--- src/rtl/bscfd_pkg.sv ---
// Shared types and constants for the byte stream CAN frame deframer.
// No dependencies; used by every module of the block.
package bscfd_pkg;

  // Frame delimiters and limits
  localparam logic [7:0] SYNC_FIRST  = 8'hB7;
  localparam logic [7:0] SYNC_SECOND = 8'hB6;
  localparam logic [7:0] MAX_PAYLOAD = 8'd8;
  localparam int unsigned STORE_DEPTH = 8;
  localparam int unsigned IDX_W       = $clog2(STORE_DEPTH);

  // Parser phases, one-hot
  typedef enum logic [5:0] {
    PH_HUNT  = 6'b000001,
    PH_SYNC2 = 6'b000010,
    PH_IDHI  = 6'b000100,
    PH_IDLO  = 6'b001000,
    PH_LEN   = 6'b010000,
    PH_DATA  = 6'b100000
  } phase_e;

  // One decoded CAN data frame
  typedef struct packed {
    logic [15:0]                 id;
    logic [3:0]                  length;
    logic [STORE_DEPTH-1:0][7:0] payload;
  } frame_t;

endpackage

--- src/rtl/bscfd_parser.sv ---
// Input byte register and frame parser of the deframer.
// Depends on bscfd_pkg for the phase encoding and the frame type.
module bscfd_parser (
  input  logic                clk_i,
  input  logic                rst_ni,
  input  logic                in_valid_i,
  output logic                in_ready_o,
  input  logic [7:0]          rx_byte_i,
  output logic                frm_valid_o,
  input  logic                frm_ready_i,
  output bscfd_pkg::frame_t   frm_o
);

  logic                                 byte_valid_q, byte_valid_d;
  logic [7:0]                           byte_q;
  bscfd_pkg::phase_e                    phase_q, phase_d;
  logic [15:0]                          id_q, id_d;
  logic [3:0]                           len_q, len_d;
  logic [3:0]                           count_q, count_d;
  logic [bscfd_pkg::STORE_DEPTH-1:0][7:0] store_q, store_d;
  logic                                 emit;
  logic                                 consume;
  logic                                 take;
  logic [3:0]                           count_inc;

  // Held byte leaves when its frame, if any, can go to the output register
  assign consume    = byte_valid_q && (!emit || frm_ready_i);
  assign in_ready_o = !byte_valid_q || consume;
  assign take       = in_valid_i && in_ready_o;
  assign count_inc  = count_q + 4'd1;

  always_comb begin
    byte_valid_d = byte_valid_q;
    if (take) begin
      byte_valid_d = 1'b1;
    end else if (consume) begin
      byte_valid_d = 1'b0;
    end
  end

  // Next-state logic for one held byte
  always_comb begin
    phase_d = phase_q;
    id_d    = id_q;
    len_d   = len_q;
    count_d = count_q;
    store_d = store_q;
    emit    = 1'b0;
    if (byte_valid_q) begin
      case (phase_q)
        bscfd_pkg::PH_SYNC2: begin
          if (byte_q == bscfd_pkg::SYNC_SECOND) begin
            phase_d = bscfd_pkg::PH_IDHI;
          end
        end
        bscfd_pkg::PH_IDHI: begin
          id_d    = {byte_q, 8'h00};
          phase_d = bscfd_pkg::PH_IDLO;
        end
        bscfd_pkg::PH_IDLO: begin
          id_d    = {id_q[15:8], byte_q};
          phase_d = bscfd_pkg::PH_LEN;
        end
        bscfd_pkg::PH_LEN: begin
          if (byte_q > bscfd_pkg::MAX_PAYLOAD) begin
            phase_d = bscfd_pkg::PH_HUNT;
          end else begin
            len_d   = byte_q[3:0];
            count_d = 4'd0;
            store_d = '0;
            if (byte_q[3:0] == 4'd0) begin
              // empty frame goes out on the length byte
              emit    = 1'b1;
              phase_d = bscfd_pkg::PH_HUNT;
            end else begin
              phase_d = bscfd_pkg::PH_DATA;
            end
          end
        end
        bscfd_pkg::PH_DATA: begin
          if (count_q < 4'(bscfd_pkg::STORE_DEPTH)) begin
            store_d[count_q[bscfd_pkg::IDX_W-1:0]] = byte_q;
          end
          count_d = count_inc;
          if (count_inc >= len_q) begin
            emit    = 1'b1;
            phase_d = bscfd_pkg::PH_HUNT;
          end
        end
        default: begin
          phase_d = (byte_q == bscfd_pkg::SYNC_FIRST) ? bscfd_pkg::PH_SYNC2
                                                      : bscfd_pkg::PH_HUNT;
        end
      endcase
    end
  end

  // Frame request toward the output register
  assign frm_valid_o = byte_valid_q && emit;
  always_comb begin
    frm_o.id     = id_d;
    frm_o.length = len_d;
    for (int k = 0; k < bscfd_pkg::STORE_DEPTH; k++) begin
      frm_o.payload[k] = (4'(k) < len_d) ? store_d[k] : 8'h00;
    end
  end

  always_ff @(posedge clk_i or negedge rst_ni) begin
    if (!rst_ni) begin
      byte_valid_q <= 1'b0;
      phase_q      <= bscfd_pkg::PH_HUNT;
      id_q         <= '0;
      len_q        <= '0;
      count_q      <= '0;
      store_q      <= '0;
    end else begin
      byte_valid_q <= byte_valid_d;
      if (consume) begin
        phase_q <= phase_d;
        id_q    <= id_d;
        len_q   <= len_d;
        count_q <= count_d;
        store_q <= store_d;
      end
    end
  end

  always_ff @(posedge clk_i) begin
    if (take) begin
      byte_q <= rx_byte_i;
    end
  end

endmodule

--- src/rtl/bscfd_out.sv ---
// Result register holding one decoded frame until the receiver takes it.
// Depends on bscfd_pkg for the frame type.
module bscfd_out (
  input  logic              clk_i,
  input  logic              rst_ni,
  input  logic              frm_valid_i,
  output logic              frm_ready_o,
  input  bscfd_pkg::frame_t frm_i,
  output logic              out_valid_o,
  input  logic              out_ready_i,
  output bscfd_pkg::frame_t frame_o
);

  logic              valid_q, valid_d;
  bscfd_pkg::frame_t frame_q;
  logic              load;

  // Slot is free when empty or being emptied this cycle
  assign frm_ready_o = !valid_q || out_ready_i;
  assign load        = frm_valid_i && frm_ready_o;

  always_comb begin
    valid_d = valid_q;
    if (load) begin
      valid_d = 1'b1;
    end else if (out_ready_i) begin
      valid_d = 1'b0;
    end
  end

  always_ff @(posedge clk_i or negedge rst_ni) begin
    if (!rst_ni) begin
      valid_q <= 1'b0;
    end else begin
      valid_q <= valid_d;
    end
  end

  always_ff @(posedge clk_i) begin
    if (load) begin
      frame_q <= frm_i;
    end
  end

  assign out_valid_o = valid_q;
  assign frame_o     = frame_q;

endmodule

--- src/rtl/byte_stream_can_frame_deframer.sv ---
// Top level of the byte stream CAN frame deframer.
// Depends on bscfd_pkg, bscfd_parser and bscfd_out.
//
// Input channel: one received serial byte per request (rx_byte_i) with
// in_valid_i / in_ready_o. Frames are 0xB7, 0xB6, id high, id low, length,
// then length payload bytes; a length above eight drops the frame.
// Output channel: one CAN data frame per request (frame_id_o,
// frame_length_o, payload_0_o..payload_7_o) with out_valid_o / out_ready_i.
// Payload bytes at or past the length read as zero.
// Path: the last byte of a frame (the length byte for an empty frame) goes
// from the input byte register via the parser to the result register.
// Throughput: one byte per cycle unless a finished frame must wait;
// the parser is combinational between the input and result registers.
// Reset: the parser returns to hunting for 0xB7 and both registers empty.
// Stall: while a finished frame waits, bytes that do not complete a frame
// keep flowing; a byte that would complete the next frame is held in the
// input register and in_ready_o drops until the result register frees up.
module byte_stream_can_frame_deframer (
  input  logic        clk_i,
  input  logic        rst_ni,
  input  logic        in_valid_i,
  output logic        in_ready_o,
  input  logic [7:0]  rx_byte_i,
  output logic        out_valid_o,
  input  logic        out_ready_i,
  output logic [15:0] frame_id_o,
  output logic [3:0]  frame_length_o,
  output logic [7:0]  payload_0_o,
  output logic [7:0]  payload_1_o,
  output logic [7:0]  payload_2_o,
  output logic [7:0]  payload_3_o,
  output logic [7:0]  payload_4_o,
  output logic [7:0]  payload_5_o,
  output logic [7:0]  payload_6_o,
  output logic [7:0]  payload_7_o
);

  logic              frm_valid;
  logic              frm_ready;
  bscfd_pkg::frame_t frm;
  bscfd_pkg::frame_t frame;

  bscfd_parser u_parser (
    .clk_i       (clk_i),
    .rst_ni      (rst_ni),
    .in_valid_i  (in_valid_i),
    .in_ready_o  (in_ready_o),
    .rx_byte_i   (rx_byte_i),
    .frm_valid_o (frm_valid),
    .frm_ready_i (frm_ready),
    .frm_o       (frm)
  );

  bscfd_out u_out (
    .clk_i       (clk_i),
    .rst_ni      (rst_ni),
    .frm_valid_i (frm_valid),
    .frm_ready_o (frm_ready),
    .frm_i       (frm),
    .out_valid_o (out_valid_o),
    .out_ready_i (out_ready_i),
    .frame_o     (frame)
  );

  assign frame_id_o     = frame.id;
  assign frame_length_o = frame.length;
  assign payload_0_o    = frame.payload[0];
  assign payload_1_o    = frame.payload[1];
  assign payload_2_o    = frame.payload[2];
  assign payload_3_o    = frame.payload[3];
  assign payload_4_o    = frame.payload[4];
  assign payload_5_o    = frame.payload[5];
  assign payload_6_o    = frame.payload[6];
  assign payload_7_o    = frame.payload[7];

endmodule
--- config.mk ---
export PLATFORM = sky130hd
export DESIGN_NAME = byte_stream_can_frame_deframer
export DESIGN_NICKNAME = d
export VERILOG_FILES = /design/src/rtl/bscfd_pkg.sv /design/src/rtl/bscfd_parser.sv /design/src/rtl/bscfd_out.sv /design/src/rtl/byte_stream_can_frame_deframer.sv
export SDC_FILE = /design/constraint.sdc
export NUM_CORES = 1
export LEC_CHECK = 0
export BUFFER_PORTS_ARGS = -buffer_cell sky130_fd_sc_hd__buf_2
export CORE_MARGIN = 2
export CORE_UTILIZATION = 53
export CTS_BUF_LIST = sky130_fd_sc_hd__clkbuf_2
export CTS_CLUSTER_DIAMETER = 50
export DETAILED_ROUTE_END_ITERATION = 12
export PLACE_DENSITY_LB_ADDON = 0.08
export SLEW_MARGIN = 20
export SYNTH_ARGS = -nofsm -noshare
export SYNTH_HDL_FRONTEND = slang
export SYNTH_HIERARCHICAL = 1
export SYNTH_SLANG_ARGS = --single-unit
--- constraint.sdc ---
create_clock -name clk_i -period 3.5 [get_ports clk_i]
set_input_delay 0.525 -clock clk_i [delete_from_list [all_inputs] [get_ports clk_i]]
set_output_delay 0.525 -clock clk_i [all_outputs]
set_load 0.005 [all_outputs]
==> Word-level counts from Yosys, hierarchy flattened <==
Index checks and enable logic that the tools add are counted.
{ "word_totals": {"ff_bits": 188, "inputBits": 12, "wordCells": 95, "output_inout_bits": 86} }
{ "op_classes": {"addsub": 1, "eq_ne": 10, "mux": 29, "n_lt_le_gt_ge": 13, "n_reduce_logical": 17} }
{ "ops": {"columns": ["cell", "n"], "rows": [
  ["$mux W64", 3],
  ["$pmux W64 S2", 1],
  ["$bwmux W64", 1],
  ["$pmux W16 S2", 1],
  ["$pmux W6 S5", 1],
  ["$demux W8 S3", 1],
  ["$mux W6", 4],
  ["$eq A8 B8 Y1 const B", 2],
  ["$lt A3 B4 Y1 const A", 4],
  ["$mux W16", 1],
  ["$mux W4", 4],
  ["$gt A8 B4 Y1 const B", 1],
  ["$lt A1 B4 Y1 const A", 2],
  ["$lt A2 B4 Y1 const A", 2],
  ["$mux W1", 8],
  ["$mux W8", 1],
  ["$pmux W4 S2", 1],
  ["$reduce_and A4 Y1", 2],
  ["$eq A6 B2 Y1 const B", 1],
  ["$eq A6 B3 Y1 const B", 1],
  ["$eq A6 B4 Y1 const B", 1],
  ["$eq A6 B5 Y1 const B", 1],
  ["$eq A6 B6 Y1 const B", 1],
  ["$reduce_bool A2 Y1", 3],
  ["other kinds (13)", 22]
]} }

==> Logic depth before layout (Yosys ltp) <==
Gate-level depths: netlist (run 1).
{ "depth": {"word_depth": 11, "ltp_mapped": 13, "mapped_depth_nobuf": 10} }

==> Hierarchy <==
The synthesis (run 1) kept the hierarchy.
{ "modules_own_cells": {"columns": ["module", "seq_area_each_um2", "area_each_um2", "n_inst", "cells_per_inst"], "rows": [
  ["bscfd_parser", 2618.8, 5632.9, 1, 555],
  ["bscfd_out", 2547.4, 2576.2, 1, 88]
]} }

==> Worst setup path before layout (run 1) <==
Ideal clock, no wire load.
{ "synth_path": {"path_type": "register to register", "from": "register u_parser.count_q[2]", "to": "register u_out.frame_q (netlist bit u_out/frame_o[0]), enable pin", "stages_incl_launch_ff": 10, "n_path_buf": 1, "t_arrival_ns": 2.503, "period_less_slack_ns": 2.887, "path_slack_ns": 0.613, "setup_ns": 0.384, "required_ns": 3.116, "path_cell_list": "dfrtp_1 > clkbuf_1 > nor2b_1 > or2_2 > ha_1 > o21a_1 > nor2_1 > nor3_2 > o211a_1 > and2_4"} }
{ "synth_between": {"elab_chain_len": 7} }
{ "synth_rtl": {"columns": ["element", "line", "source"], "rows": [
  ["from (decl)", "bscfd_parser.sv:19", "logic [3:0] count_q, count_d;"],
  ["from (signal assigned)", "bscfd_parser.sv:122", "count_q <= count_d;"],
  ["$add A4 B1 Y4", "bscfd_parser.sv:30", "assign count_inc = count_q + 4'd1;"],
  ["$ge A4 B4 Y1", "bscfd_parser.sv:85", "if (count_inc >= len_q) begin"],
  ["$mux W1", "bscfd_parser.sv:85", null],
  ["$pmux W1 S2", "bscfd_parser.sv:50", "case (phase_q)"],
  ["$mux W1", "bscfd_parser.sv:49", "if (byte_valid_q) begin"],
  ["$logic_and A1 B1 Y1", "bscfd_parser.sv:99", "assign frm_valid_o = byte_valid_q && emit;"],
  ["named net frm_valid", "byte_stream_can_frame_deframer.sv:38", "logic frm_valid;"],
  ["$logic_and A1 B1 Y1", "bscfd_out.sv:20", "assign load = frm_valid_i && frm_ready_o;"],
  ["named net u_out.load", "bscfd_out.sv:16", "logic load;"],
  ["to (signal assigned)", "bscfd_out.sv:41", "frame_q <= frm_i;"],
  ["to (decl)", "bscfd_out.sv:15", "bscfd_pkg::frame_t frame_q;"]
]} }
The timed path passes the listed nets, and every way through them passes these cells.
A chain may end at the register's enable or synchronous reset.

==> Final worst setup path (run 1) <==
{ "layout_path": {"from": "register u_parser.count_q[0]", "to": "output in_ready_o"} }
{ "layout_between": {"elab_chain_len": 9} }
{ "layout_rtl": {"columns": ["element", "line", "source"], "rows": [
  ["$add A4 B1 Y4", "bscfd_parser.sv:30", null],
  ["$ge A4 B4 Y1", "bscfd_parser.sv:85", null],
  ["$mux W1", "bscfd_parser.sv:85", null],
  ["$pmux W1 S2", "bscfd_parser.sv:50", null],
  ["$mux W1", "bscfd_parser.sv:49", null],
  ["$logic_not A1 Y1", "bscfd_parser.sv:27", "assign consume = byte_valid_q && (!emit || frm_ready_i);"],
  ["$logic_or A1 B1 Y1", "bscfd_parser.sv:27", null],
  ["$logic_and A1 B1 Y1", "bscfd_parser.sv:27", null],
  ["$logic_or A1 B1 Y1", "bscfd_parser.sv:28", "assign in_ready_o = !byte_valid_q || consume;"],
  ["to (decl)", "byte_stream_can_frame_deframer.sv:22", "output logic in_ready_o,"]
]} }
No other way between the ends.

==> metrics.md, run 1 <==
| Metric | Value |
|---|---|
| Most frequent cells in the layout | `buf_2, edfxtp_1, dfrtp_1` |
| Detailed-route wire length | `20440 um` |
| RSZ-0062 raised after global routing | `true` |
| DRC viols | `0` |
| Setup tns final | `0 ns` |
| Cell Pwr Density | `375.3 mW/mm^2` |
| Register area | `0.005170 sq mm` |
| Mapped Cells | `643` |
| Initial antenna violation count | `1` |
| Sequential area share after synthesis | `0.6293` |
| Core area | `0.01515 sq mm` |
| Logic pwr share | `0.051` |
| DP HPWL | `13050 um` |
| Clk Latency, worst-skew pair | `0.76 ns` |
| Mapped Avg Cell Area | `12.77 sq um` |
| Total CTS buffers | `17` |
| Most common cell after layout, fill and taps aside | `buf_2` |
| Worst EP arrival | `2.91 ns` |
| Global Route Usage Sum | `0.2583` |
| Clk pwr share | `0.276` |
| Max cap viols | `0` |
| Period utilisation layout | `0.9816` |
| Clock transition at the registers of the reported paths | `0.23 ns` |
| Main synth FF type | `dfrtp_1` |
| Worst Hold Class | `input pin to flop` |
| Internal Pwr Total | `2.636 mW` |
| DR vias/cell | `6.143` |
| Largest net degree at the start of global routing | `53` |
| Clk sink count | `188` |
| Total gr overflow | `0` |
| Hold_ws | `0.07914 ns` |
| Die Area | `0.01650 sq mm` |
| GP Congestion | `0.9152` |
| H-tree Lvls | `4` |
| First-pass GRT wire length | `31890 um` |
| Yosys warns | `6` |
| Mapped Area | `0.008209 sq mm` |
| Layout area overhead | `13.49%` |
| Antenna-violating nets left | `0` |
| FILL cells | `1191` |
| Via count | `5854` |
| Minimum clock period | `3.436 ns` |
| Psw | `0.8609 mW` |
| Crit path required time | `2.97 ns` |
| Rows | `45` |
| Kind of critical path | `flop to output pin` |
| Slew Viols, Final | `0` |
| Worst setup EP type | `output pin` |
| Die H | `128.5 um` |
| Initial Util | `0.5420` |
| Worst Max-Slew Pin Slew | `0.8103 ns` |
| CTS tree | `done` |
| Sequential power share | `0.672` |
| Crit-path max FO | `2` |
| Share of cells above drive strength 1 | `0.2827` |
| Peak supply drop | `0.0001908 V` |
| Worst-case headroom to the max-slew limit | `0.4556` |
| First drt pass iteration count | `5` |
| Multi-input logic area | `0.002868 sq mm` |
| IO Pins | `98` |
| Total design power | `3.497 mW` |
| DR iter-0 viols | `668` |
| Outcome | `complete, no violations` |
| Synth Net Count | `660` |
| Ys async rst share | `0.5106` |
| Synth unique cells | `60` |
| Synthesized flop and latch total | `188` |
| Final nets | `768` |
| I/O Buffers | `97` |
| Clk buf depth | `2` |
| Clock Skew | `0.03174 ns` |
| Crit path launch type | `flop` |
| WL per Instance | `21.44 um` |
| Die X | `128.5 um` |
| Max Clk Rate | `291.1 MHz` |
| Vias in the first global route | `5679` |
| Post-synth EDFFs | `92` |
| Net Sw Frac | `0.2462` |
| Hold Vio Cnt, Final | `0` |
| Final Setup Violations | `0` |
| Leak Pwr | `3.391 nW` |
| Clk root buf | `clkbuf_2` |
## layer usage
layer	track usage	vias to the layer above	wire, um
met1	0.3510	2920	8653
met5	0	-	0
met2	0.4121	246	9866
met4	0.1041	0	576
met3	0.05239	41	1339
li1	-	2647	-
## cells by family (layout without fill, tap and decap cells)
family          Yosys count  count (layout)  share of synthesized area
compound gates          195             195                     0.1920
xor+xnor                  1               1                   0.001067
fa+ha+maj                 5               5                   0.007621
buf+inv                  49             170                    0.02896
flops                   188             188                     0.6293
mux                      12              12                    0.01798
other cells               0               1                          0
simple gates            193             193                     0.1230
## path summary, 6_finish.rpt
path | start | cells after the start | slack, ns | endpoint
max | u_parser/count_q[0]$_DFFE_PN0P_ | 10 | 0.06 | in_ready_o
min | out_ready_i | 3 | 0.08 | u_out/out_valid_o$_DFFE_PN0P_
max reg2reg | u_parser/byte_q[5]$_DFFE_PP_ | 7 | 0.26 | u_out/frame_o[23]$_DFFE_PP_
min reg2reg | u_parser/id_q[9]$_DFFE_PN0P_ | 2 | 0.51 | u_parser/id_q[9]$_DFFE_PN0P_
max in group asynchronous | rst_ni | 3 | 2.45 | u_parser/phase_q[0]$_DFFE_PN1P_
min in group asynchronous | rst_ni | 2 | 0.29 | u_parser/id_q[3]$_DFFE_PN0P_
## per-stage QoR
| stage | area (sq um) | util | std cells | setup slack, ns |
|---|---|---|---|---|
| after floorplan | 8209 | - | 643 | 0.6133 |
| after global placement | 8880 | 0.5863 | 901 | 0.3176 |
| after detailed placement | 8880 | 0.5863 | 901 | 0.3101 |
| after CTS | 9264 | 0.6116 | 947 | 0.01334 |
| after global routing | 9316 | 0.6151 | 953 | -0.1137 |
| final | 9316 | 0.6151 | 953 | 0.06425 |
## state kept, by name, indices dropped and copies added, names as in the netlist
name                   flops
u_parser/byte_valid_q      1
u_parser/count_q           4
u_parser/store_q          64
u_out/frame_o             84
u_parser/phase_q           6
u_out/out_valid_o          1
u_parser/id_q             16
u_parser/len_q             4
u_parser/byte_q            8
## layout make-up
cell class                      count  area share
Sequential cell                   188      0.5549
Clock buffer                       19     0.01021
Inverter                            6    0.002955
Multi-Input combinational cell    406      0.3078
Timing Repair Buffer              132     0.08770
Tap cell                          188     0.02525
Clock inverter                     13     0.01088
Antenna cell                        1   0.0002686
## critical path: stages (launching register included)
cell,delay [ns]
dfrtp_2,0.49
ha_4,0.17
nor2b_4,0.12
or2_4,0.26
ha_4,0.17
a2111oi_4,0.35
nor3_2,0.10
o211a_1,0.25
nor2b_4,0.14
inv_2,0.04
buf_2,0.10
## cells in the mapped netlist (all sizes together) (4+ instances only)
library cell	instances	area, sq um
dfrtp	95	2377
edfxtp	92	2763
nor2	81	314.0
o2bb2ai	66	628.1
a22oi	64	480.5
nand2	40	167.7
o21ai	34	188.9
clkbuf	22	83.83
buf	21	126.4
a22o	18	157.7
nand2b	16	107.6
nor3	11	92.59
and2	10	65.06
mux2	9	105.1
or2	8	50.05
a21oi	7	50.04
inv	6	27.53
nor2b	6	37.54
ha	5	62.56
or3	5	31.28
nand3	4	25.02
## power by group through the flow
stage / Clock [mW] / Sequential (mW) / Combinational, mW
after floorplan: 0 / 2.38 / 0.0837
after global placement: 0 / 2.39 / 0.164
after detailed placement: 0 / 2.39 / 0.167
after CTS: 0.999 / 2.35 / 0.177
after global routing: 1.08 / 2.35 / 0.191
final: 0.967 / 2.35 / 0.179
## timing repair
item | in CTS | in global routing
setup buffers | 4 | 5
hold endpoints to repair | 54 | 0
resized for setup | 13 | 5
setup endpoints to repair | 1 | 1
pin swaps | 6 | 4
hold buffers | 10 | 0
Power figures use the tool's default switching activity.
==> run 2, diff against run 1 <==
--- a/config.mk
+++ b/config.mk
@@ -5,8 +5,8 @@
 export SDC_FILE = /design/constraint.sdc
 export NUM_CORES = 1
 export LEC_CHECK = 0
+export ABC_CLOCK_PERIOD_IN_PS = 3500
 export BUFFER_PORTS_ARGS = -buffer_cell sky130_fd_sc_hd__buf_2
-export CORE_MARGIN = 2
 export CORE_UTILIZATION = 53
 export CTS_BUF_LIST = sky130_fd_sc_hd__clkbuf_2
 export CTS_CLUSTER_DIAMETER = 50
==> metrics.md, run 2 (synthesized netlist as in run 1, its figures left out) <==
| Metric | Value |
|---|---|
| Initial antenna violation count | `1 (unchanged)` |
| Clk root buf | `clkbuf_2` |
| Max Clk Rate | `289.7 MHz (-0.47%)` |
| Kind of critical path | `flop to output pin` |
| GP Congestion | `0.9182 (+0.33%)` |
| Worst setup EP type | `output pin` |
| Vias in the first global route | `5723 (+0.77%)` |
| Largest net degree at the start of global routing | `54 (+1.9%)` |
| CP Buf/Inv Count | `2 (unchanged)` |
| First-pass GRT wire length | `31750 um (-0.43%)` |
| Most common cell after layout, fill and taps aside | `buf_2` |
| Total CTS buffers | `17 (unchanged)` |
| Clk Latency, worst-skew pair | `0.79 ns (+0.03 ns)` |
| Layout area overhead | `14.48%` |
| DR iter-0 viols | `604 (-9.6%)` |
| DP HPWL | `12760 um (-2.2%)` |
| Final Setup Violations | `0 (unchanged)` |
| Levels on crit path | `9 (-1)` |
| H-tree Lvls | `4 (unchanged)` |
| Initial Util | `0.5420 (unchanged)` |
| Crit path required time | `2.97 ns (about the same)` |
| Reg2reg setup slack | `0.33 ns (+0.07 ns)` |
| Period utilisation layout | `0.9863 (+0.004666)` |
| Reg-to-Reg Start | `u_parser/byte_q[5]$_DFFE_PP_` |
| Slew Viols, Final | `0 (unchanged)` |
| Leak Pwr | `3.419 nW (+0.84%)` |
| Clock transition at the registers of the reported paths | `0.25 ns (+0.02 ns)` |
| WL per Instance | `21.18 um (-1.2%)` |
| CP Cell Sequence | `nand2b_2 -> o21ai_1 -> ha_1 -> a2111oi_4 -> nor3_2 -> o211a_1 -> nor2b_4 -> inv_1 -> buf_2` |
| Worst Max-Slew Pin Slew | `0.8256 ns (+0.01531 ns)` |
| Die X | `126.5 um (-1.6%)` |
| First drt pass iteration count | `5 (unchanged)` |
| Share of cells above drive strength 1 | `0.2863 (+0.003552)` |
| Detailed-route wire length | `20200 um (-1.1%)` |
| Worst EP arrival | `2.93 ns (+0.02 ns)` |
| CP top delay family | `compound AO/OA/AOI/OAI gates` |
| IO Pins | `98 (unchanged)` |
| Minimum clock period | `3.452 ns (+0.01633 ns)` |
| CTS tree | `done` |
| R2R Path End | `u_out/frame_o[19]$_DFFE_PP_` |
| Most frequent cells in the layout | `buf_2, dfrtp_1, edfxtp_1` |
| R2R depth | `7 (unchanged)` |
| Crit path launch type | `flop` |
| Worst-case headroom to the max-slew limit | `0.4453 (-0.01029)` |
| Die H | `126.5 um (-1.6%)` |
| Total gr overflow | `0 (unchanged)` |
| Via count | `5886 (+0.55%)` |
| Rows | `45 (unchanged)` |
| Slowest stage delay, CP | `0.53 ns (+0.04 ns)` |
| DRC viols | `0 (unchanged)` |
| Die Area | `0.01599 sq mm (-3.1%)` |
| Final nets | `769 (+0.13%)` |
| Outcome | `complete, no violations` |
| Clk buf depth | `2 (unchanged)` |
| Clock Skew | `0.03033 ns (-0.001409 ns)` |
| Peak supply drop | `0.0002240 V (+17%)` |
| RSZ-0062 raised after global routing | `true` |
| Max FFs per register | `84 (unchanged)` |
| Antenna-violating nets left | `0 (unchanged)` |
| Hold Vio Cnt, Final | `0 (unchanged)` |
| Global Route Usage Sum | `0.2665 (+0.008148)` |
| Max cap viols | `0 (unchanged)` |
| Core area | `0.01515 sq mm (unchanged)` |
| Hold_ws | `0.1739 ns (+0.09480 ns)` |
| Crit-path max FO | `8 (+6)` |
| Cell Pwr Density | `390.8 mW/mm^2 (+4.1%)` |
| Clk sink count | `188 (unchanged)` |
| DR vias/cell | `6.170 (+0.44%)` |
| Worst Hold Class | `input pin to async pin` |
| Critical path's slowest cell | `dfrtp_1` |
| Finished Core Util | `0.6205 (+0.005369)` |
| I/O Buffers | `97 (unchanged)` |
## run 2: cell count changes in the layout (fill, tap and decap cells not counted), sizes merged
cell         before  now
bufinv            1    3
clkbuf           19   17
dlygate4sd3      10   11
## run 2: worst max path at each step
stage / from / endpoint / slack (ns)
final: u_parser/count_q[3]$_DFFE_PN0P_ / in_ready_o / 0.05
after CTS: u_parser/count_q[1]$_DFFE_PN0P_ / in_ready_o / -0.004
after global placement: u_parser/byte_q[5]$_DFFE_PP_ / u_out/frame_o[19]$_DFFE_PP_ / 0.32
after global routing: u_parser/count_q[0]$_DFFE_PN0P_ / in_ready_o / -0.11
after detailed placement: u_parser/byte_q[5]$_DFFE_PP_ / u_out/frame_o[19]$_DFFE_PP_ / 0.32
after floorplan: u_parser/count_q[2]$_DFFE_PN0P_ / u_out/frame_o[0]$_DFFE_PP_ / 0.61
## run 2: per-stage QoR
| step | power (mW) | TNS (ns) | area [sq um] | instances | setup WS, ns |
|---|---|---|---|---|---|
| 2_1_floorplan | 2.463 | 0 | 8209 | 643 | 0.6133 |
| 3_3_place_gp | 2.553 | 0 | 8860 | 900 | 0.3186 |
| 3_5_place_dp | 2.556 | 0 | 8860 | 900 | 0.3241 |
| 4_1_cts | 3.698 | -0.004483 | 9356 | 950 | -0.004483 |
| 5_1_grt | 3.803 | -0.1065 | 9398 | 954 | -0.1065 |
| 6_report | 3.672 | 0 | 9398 | 954 | 0.04792 |
## run 2: report_power, final
| part | switching, mW | internal [mW] | leakage, nW | total, mW |
|---|---|---|---|---|
| clock network | 0.745 | 0.400 | 0.154 | 1.15 |
| registers | 0.0279 | 2.33 | 2.09 | 2.35 |
| logic | 0.119 | 0.0525 | 1.17 | 0.172 |
| total | 0.893 | 2.78 | 3.42 | 3.67 |
## run 2: routing by layer
metal	global-route usage	wire length, um	up-vias
met5	0	0	-
met4	0.1205	530	0
met3	0.04724	1269	46
met2	0.4062	9599	244
met1	0.3764	8802	2952
li1	-	-	2644
## run 2: final cells by class
type | count | area, sq um
antenna | 1 | 2.502
multi-input combinational | 406 | 2888
fill | 1205 | 5748
clock buffer | 17 | 85.08
sequential | 188 | 5169
tap | 188 | 235.2
inverter | 6 | 27.53
clock inverter | 15 | 172.7
timing repair buffer | 133 | 818.3
## run 2: worst register-to-register path: cells and delay by family (launching register included)
kind / cells / cell delay, ns
simple gates: 4 / 1.57
mux: 1 / 0.47
buf+inv: 1 / 0.14
flops: 1 / 0.57
compound gates: 1 / 0.22
## run 2: repair_timing
| item | CTS | global route |
|---|---|---|
| gates resized for setup | 17 | 2 |
| setup endpoints to repair | 1 | 1 |
| hold buffers | 11 | 0 |
| gates cloned | 0 | 0 |
| buffers inserted | 7 | 3 |
| pin swaps | 8 | 5 |
| endpoints found under the hold margin | 42 | 0 |
